**src/cfmb_pkg.sv**
```systemverilog
// Shared types, constants and the CRC byte update for the framed message builder.
package cfmb_pkg;

    localparam logic [15:0] CRC_INIT    = 16'hFFFF;
    localparam logic [15:0] CRC_POLY    = 16'h1021;
    // Header bytes F0 9F 92 A5, first byte in the low bits.
    localparam logic [31:0] FRAME_MAGIC = 32'hA592_9FF0;
    localparam logic [3:0]  FULL_WORD   = 4'd8;

    typedef enum logic [2:0] {
        ST_IDLE = 3'b001,
        ST_HDR  = 3'b010,
        ST_PAY  = 3'b100
    } state_t;

    // Controller to datapath commands.
    typedef struct packed {
        logic accept;   // take one payload byte
        logic hdr;      // emit header word, start payload read
        logic pay;      // emit one payload word
        logic clear;    // frame done, back to initial state
    } dp_cmd_t;

    // Datapath to controller status.
    typedef struct packed {
        logic empty;    // no payload bytes stored
        logic at_last;  // current payload word is the final one
    } dp_sts_t;

    // CRC-16, MSB first, one byte.
    function automatic logic [15:0] crc_byte(input logic [15:0] crc_in,
                                             input logic [7:0]  data);
        logic [15:0] c;
        c = crc_in ^ {data, 8'h00};
        for (int k = 0; k < 8; k++)
        begin
            if (c[15])
                c = {c[14:0], 1'b0} ^ CRC_POLY;
            else
                c = {c[14:0], 1'b0};
        end
        return c;
    endfunction

endpackage

```
**src/cfmb_ctrl.sv**
```systemverilog
// Controller state machine: byte collection, header word, payload words.
module cfmb_ctrl
    import cfmb_pkg::*;
(
    input  logic    clk,
    input  logic    rst_n,
    input  logic    start,
    input  logic    end_of_payload,
    input  dp_sts_t sts,
    output dp_cmd_t cmd,
    output logic    busy
);

    state_t state_reg;
    state_t state_next;

    always_comb
    begin
        state_next = state_reg;
        cmd        = '0;
        unique case (state_reg)
            ST_IDLE:
            begin
                cmd.accept = start;
                if (start && end_of_payload)
                    state_next = ST_HDR;
            end
            ST_HDR:
            begin
                cmd.hdr = 1'b1;
                if (sts.empty)
                begin
                    cmd.clear  = 1'b1;
                    state_next = ST_IDLE;
                end
                else
                    state_next = ST_PAY;
            end
            ST_PAY:
            begin
                cmd.pay = 1'b1;
                if (sts.at_last)
                begin
                    cmd.clear  = 1'b1;
                    state_next = ST_IDLE;
                end
            end
            default:
            begin
                state_next = ST_IDLE;
            end
        endcase
    end

    always_ff @(posedge clk or negedge rst_n)
    begin
        if (!rst_n)
            state_reg <= ST_IDLE;
        else
            state_reg <= state_next;
    end

    assign busy = (state_reg != ST_IDLE);

endmodule

```
**src/cfmb_datapath.sv**
```systemverilog
// Datapath: running CRC, byte count, word-wide payload memory, output registers.
module cfmb_datapath
    import cfmb_pkg::*;
#(
    parameter int MAX_PAYLOAD_BYTES = 256
)
(
    input  logic        clk,
    input  logic        rst_n,
    input  dp_cmd_t     cmd,
    input  logic [7:0]  payload_byte,
    output dp_sts_t     sts,
    output logic        word_strobe,
    output logic [63:0] frame_word,
    output logic [3:0]  valid_bytes,
    output logic        overflow_flag,
    output logic        last_word
);

    localparam int WORDS = (MAX_PAYLOAD_BYTES + 7) / 8;
    localparam int AW    = (WORDS > 1) ? $clog2(WORDS) : 1;
    localparam int CW    = $clog2(MAX_PAYLOAD_BYTES + 1);
    localparam logic [CW-1:0] CNT_MAX = CW'(MAX_PAYLOAD_BYTES);

    // Payload memory, eight bytes per word, byte-lane writes.
    logic [63:0] mem [WORDS];

    logic [15:0]   crc_reg,   crc_next;
    logic [CW-1:0] count_reg, count_next;
    logic          drop_reg,  drop_next;
    logic [AW-1:0] widx_reg,  widx_next;
    logic [63:0]   rd_data_reg;

    logic          strobe_reg;
    logic [63:0]   word_reg;
    logic [3:0]    valid_reg;
    logic          ovf_reg;
    logic          last_reg;

    logic          full;
    logic          store;
    logic [AW-1:0] wr_addr;
    logic [2:0]    wr_lane;
    logic [CW-1:0] tail;
    logic [AW-1:0] last_idx;
    logic [3:0]    tail_bytes;
    logic [AW-1:0] rd_addr;
    logic [3:0]    pay_valid;
    logic [63:0]   pay_word;

    assign full       = (count_reg == CNT_MAX);
    assign store      = cmd.accept && !full;
    assign wr_addr    = AW'(count_reg >> 3);
    assign wr_lane    = count_reg[2:0];
    assign tail       = count_reg - CW'(1);
    assign last_idx   = AW'(tail >> 3);
    assign tail_bytes = {1'b0, tail[2:0]} + 4'd1;

    assign sts.empty   = (count_reg == '0);
    assign sts.at_last = (widx_reg == last_idx);

    // Next word to read: first word in header cycle, else the following one (held at the last).
    assign rd_addr = cmd.hdr ? '0 : (sts.at_last ? widx_reg : widx_reg + AW'(1));

    assign pay_valid = sts.at_last ? tail_bytes : FULL_WORD;

    // Zero the lanes above the valid count.
    always_comb
    begin
        for (int lane = 0; lane < 8; lane++)
        begin
            if (4'(lane) < pay_valid)
                pay_word[lane*8 +: 8] = rd_data_reg[lane*8 +: 8];
            else
                pay_word[lane*8 +: 8] = 8'h00;
        end
    end

    always_comb
    begin
        crc_next   = crc_reg;
        count_next = count_reg;
        drop_next  = drop_reg;
        widx_next  = widx_reg;
        if (store)
        begin
            crc_next   = crc_byte(crc_reg, payload_byte);
            count_next = count_reg + CW'(1);
        end
        if (cmd.accept && full)
            drop_next = 1'b1;
        if (cmd.hdr)
            widx_next = '0;
        else if (cmd.pay)
            widx_next = rd_addr;
        if (cmd.clear)
        begin
            crc_next   = CRC_INIT;
            count_next = '0;
            drop_next  = 1'b0;
        end
    end

    always_ff @(posedge clk or negedge rst_n)
    begin
        if (!rst_n)
        begin
            crc_reg    <= CRC_INIT;
            count_reg  <= '0;
            drop_reg   <= 1'b0;
            widx_reg   <= '0;
            strobe_reg <= 1'b0;
        end
        else
        begin
            crc_reg    <= crc_next;
            count_reg  <= count_next;
            drop_reg   <= drop_next;
            widx_reg   <= widx_next;
            strobe_reg <= cmd.hdr || cmd.pay;
        end
    end

    always_ff @(posedge clk)
    begin
        if (store)
            mem[wr_addr][wr_lane*8 +: 8] <= payload_byte;
        if (cmd.hdr || cmd.pay)
            rd_data_reg <= mem[rd_addr];
    end

    always_ff @(posedge clk)
    begin
        if (cmd.hdr)
        begin
            word_reg  <= {16'(count_reg), crc_reg, FRAME_MAGIC};
            valid_reg <= FULL_WORD;
            ovf_reg   <= drop_reg;
            last_reg  <= sts.empty;
        end
        else if (cmd.pay)
        begin
            word_reg  <= pay_word;
            valid_reg <= pay_valid;
            ovf_reg   <= 1'b0;
            last_reg  <= sts.at_last;
        end
    end

    assign word_strobe   = strobe_reg;
    assign frame_word    = word_reg;
    assign valid_bytes   = valid_reg;
    assign overflow_flag = ovf_reg;
    assign last_word     = last_reg;

endmodule

```
**src/crc_framed_message_builder.sv**
```systemverilog
// Top level of the CRC-16 framed message builder.
//
// Input channel: one payload byte per transaction. A transaction is taken at
// a rising edge with start high and busy low; end_of_payload marks the final
// byte of the message. While bytes are collected busy stays low, so one byte
// can be taken every cycle. Each byte is written into an 8-byte-wide payload
// memory and folded into a CRC-16 (init FFFF, poly 1021, MSB first).
// Bytes past MAX_PAYLOAD_BYTES are dropped and remembered as overflow.
//
// Output channel: after the final byte the frame leaves as 64-bit words, one
// per cycle, each flagged by word_strobe for exactly one cycle; the receiver
// cannot stall. Word 0 holds the header F0 9F 92 A5, CRC and byte count, plus
// the overflow flag; words 1.. hold the payload, zero-filled above valid_bytes.
// The header word is registered in the header state that follows the final byte,
// and the payload words come out back to back, one word per cycle from the
// single read port of the payload memory. busy stays high through the header and
// payload states; the next message can start while the last word is on the ports.
// Reset (rst_n low, asynchronous) clears the CRC, count, drop flag, strobe and
// state; the memory is not cleared, only bytes written in the frame are read.
module crc_framed_message_builder
    import cfmb_pkg::*;
#(
    parameter int MAX_PAYLOAD_BYTES = 256
)
(
    input  logic        clk,
    input  logic        rst_n,
    input  logic        start,
    output logic        busy,
    input  logic [7:0]  payload_byte,
    input  logic        end_of_payload,
    output logic        word_strobe,
    output logic [63:0] frame_word,
    output logic [3:0]  valid_bytes,
    output logic        overflow_flag,
    output logic        last_word
);

    dp_cmd_t cmd;
    dp_sts_t sts;

    cfmb_ctrl u_ctrl (
        .clk            (clk),
        .rst_n          (rst_n),
        .start          (start),
        .end_of_payload (end_of_payload),
        .sts            (sts),
        .cmd            (cmd),
        .busy           (busy)
    );

    cfmb_datapath #(
        .MAX_PAYLOAD_BYTES (MAX_PAYLOAD_BYTES)
    ) u_dp (
        .clk           (clk),
        .rst_n         (rst_n),
        .cmd           (cmd),
        .payload_byte  (payload_byte),
        .sts           (sts),
        .word_strobe   (word_strobe),
        .frame_word    (frame_word),
        .valid_bytes   (valid_bytes),
        .overflow_flag (overflow_flag),
        .last_word     (last_word)
    );

`ifndef SYNTHESIS
    // A final byte always launches frame emission.
    a_last_starts_frame: assert property (@(posedge clk) disable iff (!rst_n)
        start && !busy && end_of_payload |=> busy)
        else $error("final byte did not start emission");

    // Frame words are back to back until the last one.
    a_words_contiguous: assert property (@(posedge clk) disable iff (!rst_n)
        word_strobe && !last_word |=> word_strobe)
        else $error("gap inside frame");

    // Overflow only on the first word of a frame.
    a_overflow_first: assert property (@(posedge clk) disable iff (!rst_n)
        word_strobe && !last_word |=> !overflow_flag)
        else $error("overflow flag on a later word");

    // Valid byte count in range.
    a_valid_range: assert property (@(posedge clk) disable iff (!rst_n)
        word_strobe |-> (valid_bytes != 4'd0) && (valid_bytes <= FULL_WORD))
        else $error("valid_bytes out of range");
`endif

endmodule

```
**config.mk**
```make
export PLATFORM = sky130hd
export DESIGN_NAME = crc_framed_message_builder
export DESIGN_NICKNAME = d
export VERILOG_FILES = /design/src/cfmb_pkg.sv /design/src/cfmb_ctrl.sv /design/src/cfmb_datapath.sv /design/src/crc_framed_message_builder.sv
export SDC_FILE = /design/constraint.sdc
export NUM_CORES = 2
export LEC_CHECK = 0
export CAP_MARGIN = 20
export CORE_MARGIN = 5
export CORE_UTILIZATION = 25
export CTS_CLUSTER_DIAMETER = 80
export DETAILED_ROUTE_END_ITERATION = 8
export DONT_BUFFER_PORTS = 1
export HOLD_SLACK_MARGIN = 0.06
export SYNTH_ARGS = -nofsm -noshare
export SYNTH_HDL_FRONTEND = slang
export SYNTH_SLANG_ARGS = --single-unit
export TNS_END_PERCENT = 5
```
**constraint.sdc**
```tcl
create_clock -name clk -period 4 [get_ports clk]
set_input_delay 0.4 -clock clk [delete_from_list [all_inputs] [get_ports clk]]
set_output_delay 0.4 -clock clk [all_outputs]
set_load 0.02 [all_outputs]
```
* Yosys cells after proc, flatten, opt, wreduce, memory -nomap -nowiden
Memories as Yosys holds them, arrays and structs flattened. A register that Yosys moved wholly into a read port is not among the register bits.
Cells that the tools add are included.
** Word-level totals
- Bits of input ports :: 12
- Memories :: 1
- Bits in writable memories :: 2048
- Word-level logic and storage cells :: 106
- Register bits :: 105
** Operators by class
- Mux-type cells :: 52
- Reductions and logical operators :: 10
- $add $sub $neg :: 5
- Eq/ne operators :: 8
- Shifts and indexed selects :: 2
- $lt $le $gt $ge :: 8
- Bitwise operators :: 9
** Memory list
- u_dp.mem :: words 32, width 64, read ports 1, clocked after memory_dff 1, wr ports 1, line cfmb_datapath.sv:26 : logic [63:0] mem [WORDS];
** Operators with widths (count)
- $mux 16 :: 9
- $mux 57 :: 2
- $mux 13 :: 8
- $mux 64 :: 1
- $mux 8 :: 8
- $shift 8x34->64 const A :: 1
- $shiftx 8x34->64 :: 1
- $neg 6->34 :: 1
- $not 3->3 :: 8
- $mux 5 :: 4
- $mux 9 :: 2
- $lt 3x4->1 const A :: 4
- $xor 16x16->16 :: 1
- $mux 1 :: 12
- $add 9x1->9 const B :: 1
- $eq 9x9->1 const B :: 1
- $logic_not 9->1 :: 1
- $mux 3 :: 3
- $pmux 3 s3 :: 1
- $lt 1x4->1 const A :: 2
- $lt 2x4->1 const A :: 2
- $sub 8x1->8 const B :: 1
- $reduce_bool 2->1 :: 3
- $add 5x1->5 const B :: 1
- 13 further kinds :: 16

* Logic depth before layout (Yosys ltp)
- Depth in word-level cells :: 26
- Mapped depth :: 16

* Cells and area by module
A second synthesis with hierarchy kept.
** Second synthesis, totals
- Cell total of the unflattened synthesis :: 6183
- Area, all modules :: 87313.7 um^2
** By module, submodules not included
- cfmb_datapath :: area an instance 87146.1 um^2, seq. area each 65913.2 um^2, cells an instance 6170, instances 1
- cfmb_ctrl :: area an instance 167.7 um^2, seq. area each 76.3 um^2, cells an instance 13, instances 1

* Worst setup path before layout
No wires, ideal clock.
- Kind :: flip-flop to flip-flop
- Start :: register u_dp.count_reg[0]
- End :: memory u_dp.mem[0][62], data pin
- Path slack :: -131 ps
- Data required time :: 3434 ps
- Cell stages (with the launch flop) :: 7
- Clock period less this slack :: 4131 ps
- Arrival time :: 3565 ps
- Cell sequence :: dfrtp_1 inv_1 ha_1 ha_1 clkbuf_1 clkbuf_1 nor4b_1
** On the way
- Longest elaborated chain between the ends :: 2
** RTL lines
- from (decl) :: line cfmb_datapath.sv:29 : logic [CW-1:0] count_reg, count_next;
- from (signal assigned) :: line cfmb_datapath.sv:117 : count_reg <= count_next;
- $neg 6->34 :: line cfmb_datapath.sv:127 : mem[wr_addr][wr_lane*8 +: 8] <= payload_byte;
- $shiftx 8x34->64 :: line cfmb_datapath.sv:127
- to (decl) :: line cfmb_datapath.sv:26
Every way passes these cells.

* Final worst setup path
- Start :: register u_dp.count_reg[0]
- End :: memory u_dp.mem[26][36], enable pin
** On the way
- Longest elaborated chain between the ends :: 5
- Elaborated cells between the ends (all ways) :: 7
** RTL lines (line)
- branches (longest 4 deep; another with $neg 6->34)
- $mux 64 (not written as such) (*) :: cfmb_datapath.sv:127
Every way passes the cells marked *.

==> qor.yml <==
status: "complete, no violations"
layout_min_cycle_time_ps: 3920
drive_gt1_share_pct: 14.6
drc_errors: 0
met1_usage_pct: 17.1
globalplace.congestion: 0.878
setup.worst_path.end_class: "flop"
finalCritPeriodShare_pct: 98.1
htreeDepth: 4
finalClockSkew_ps: 89.8
grt_pass1_vias: 51115
cts.sinks: 2217
synth-seq-cells: 2217
synth_flop_cell: "edfxtp_1"
ant_nets: 0
cts.clk_slew.worst_paths_ps: 70
finalMaxSlewViolations: 0
crit_type: "flop to flop"
core_sq_um: 350000
hold_viol: 0
synth_edf_count: 2139
tightest_slew_ps: 1120
placed_area_sq_um: 96300
power_w: 0.0752
ir_drop_uv: 741
firstDrtPassIters: 8
finalSetupViolations: 0
cts_tree: "built"
drt_wl_total_um: 261000
dieArea_sq_um: 363000
fin_nets: 6193
synthMostInstantiatedCell: "edfxtp_1"
cap_violations: 0
dpl.hpwl_um: 170000
drt-initial-drc-count: 5228
ios: 84
ys_warn_count: 0
start_util_pct: 25.1
ys_types: 74
grt_pass1_wl_um: 368000
synth.top_cell.area_share_pct: 73.2
grt-busiest-layer: "met2"
max_slew_margin_pct: 25.0
cts_root_buf: "clkbuf_16"
critPathMaxFanout: 32
hold_ws_ps: 120
cts_inserted_buffers: 219
worst_setup_path_start_kind: "flop"
required_ps: 4490
rows: 217
avgSynthCellArea_sq_um: 15.0
r2r_slack_ps: 80
p_per_area_nw_per_um2: 721
rsz0062_at_grt: "yes"
fmax_mhz: 255
insertion_delay_ps: 880
synth_commonest_cells: "edfxtp_1, nand2_1, mux2i_1"
port_buffers: 0
avgRoutedWirePerCell_um: 23.7
power_leakage_nw: 33.4
syn_inst: 5836
fp.dieW_um: 603
vias: 52768
async_flop_share_pct: 1.58
seq_area_frac_synth_pct: 75.2
synth_nets: 5855
synth_area_leaders: "edfxtp_1, mux2i_1, nand2_1, nand3_1, nor2_1"
clock_path_buffers: 3
vias_per_cell: 4.80
grtUsageMet3_pct: 2.60
cp.arrival_ps: 4410
antenna_found_initial: 18
grt_overflow: 0
gr-usage-met2_pct: 22.7
area_delta_synth_final_pct: 18.9
yosysTopAreaCell: "edfxtp_1"
synthesis.area_sq_um: 87800
die_y_um: 603
largest_reg_flops: 2048
stdcell_area_sq_um: 104000
hold_class: "input pin to async pin"
track_usage_pct: 13.7
grt_max_degree: 66
-- cells by family after synthesis --
group	synth area share [%]
AOI/OAI and AO/OA	5.26
muxes	7.53
buffers and inverters	2.12
DFF	75.2
xor gates and xnor gates	0.389
and+or+nand+nor	9.42
adders and majority gates	0.0998
-- power breakdown --
part / total [W] / switching [W] / internal, W / leakage [nW]
sequential: 0.0288 / 0.000940 / 0.0279 / 20.9
combinational: 0.0254 / 0.0162 / 0.00922 / 8.91
clock: 0.0210 / 0.00896 / 0.0120 / 3.57
total: 0.0752 / 0.0261 / 0.0491 / 33.4
-- routing by layer --
| layer | up-vias | share of wire [%] |
|---|---|---|
| li1 | 22934 | - |
| met1 | 26843 | 39 |
| met2 | 2457 | 48 |
| met3 | 530 | 7.9 |
| met4 | 4 | 5.6 |
| met5 | - | 0.011 |
-- stage by stage --
| stage | worst slack (ps) | utilization (%) | setup TNS (ps) | cells |
|---|---|---|---|---|
| after global placement | -276 | 27.5 | -2650 | 10518 |
| after global routing | -74.1 | 29.8 | -2710 | 10977 |
| after CTS | 5.64 | 29.7 | 0 | 10947 |
| final | 75.9 | 29.8 | 0 | 10994 |
| after floorplan | 32.0 | - | 0 | 5836 |
| after detailed placement | -142 | 27.5 | -380 | 10522 |
-- area by class of cell --
class                           count  area [sq um]
Sequential cell                  2217         66000
Clock inverter                    142          1710
Timing Repair Buffer              474          4700
Inverter                           12          50.0
Multi-Input combinational cell   3250         20300
Antenna cell                       33          82.6
Tap cell                         4599          5750
Fill cell                       34355        245000
Clock buffer                      267          5700
-- worst max-delay path: stages, from the launching register on --
cell and delay [ps]:
dfrtp_1 420, inv_1 100, ha_1 220, buf_4 170, ha_1 420, buf_4 210, nand2b_1 170, nor4_1 450
buf_4 250, nand2_1 60, buf_4 270, nor2_1 780
-- repair_timing --
action,in CTS,in global routing
gates cloned,0,2
setup buffers,0,11
gates resized for setup,7,27
pin swaps,2,8
hold buffers,16,0
setup endpoints to repair,11,173
hold endpoints to repair,414,0
-- final timing paths --
check,start,end,cells after the start
setup reg to reg,u_dp.count_reg[0],u_dp.mem[26][36],11
hold / removal,rst_n,u_dp.count_reg[4],2
min in group clk,payload_byte[5],u_dp.mem[1][5],2
hold reg to reg,u_dp.rd_data_reg[63],u_dp.frame_word[63],1
max in group asynchronous,rst_n,u_ctrl.state_reg[0],2
setup / recovery,u_dp.count_reg[0],u_dp.mem[26][36],11
-- placed cells by master, fill, tap and decap left out, types with 9 or more instances in the layout --
cell              n
edfxtp_1       2139
nand2_1        1054
mux2i_1         643
buf_4           366
nor2_1          298
nand3_1         254
clkbuf_16       221
a21oi_1         130
a32oi_1         129
o22ai_1         115
a31oi_1         114
buf_12           79
nor4_1           76
and2_1           60
a22o_1           45
clkbuf_1         44
dfxtp_1          43
nor4_2           42
clkinv_1         42
clkinv_2         38
diode_2          33
bufinv_16        28
nand2_2          25
o211ai_1         23
xnor2_1          23
o21ai_0          21
a221o_1          17
dfstp_2          17
dfrtp_1          17
xor2_1           16
dlygate4sd3_1    15
nand4_1          12
o2111ai_1        12
a22oi_1          12
clkinvlp_4       12
inv_1            11
nor3_1           11
clkinv_16         9
buf_6             9
Power figures use the tool's default switching activity.
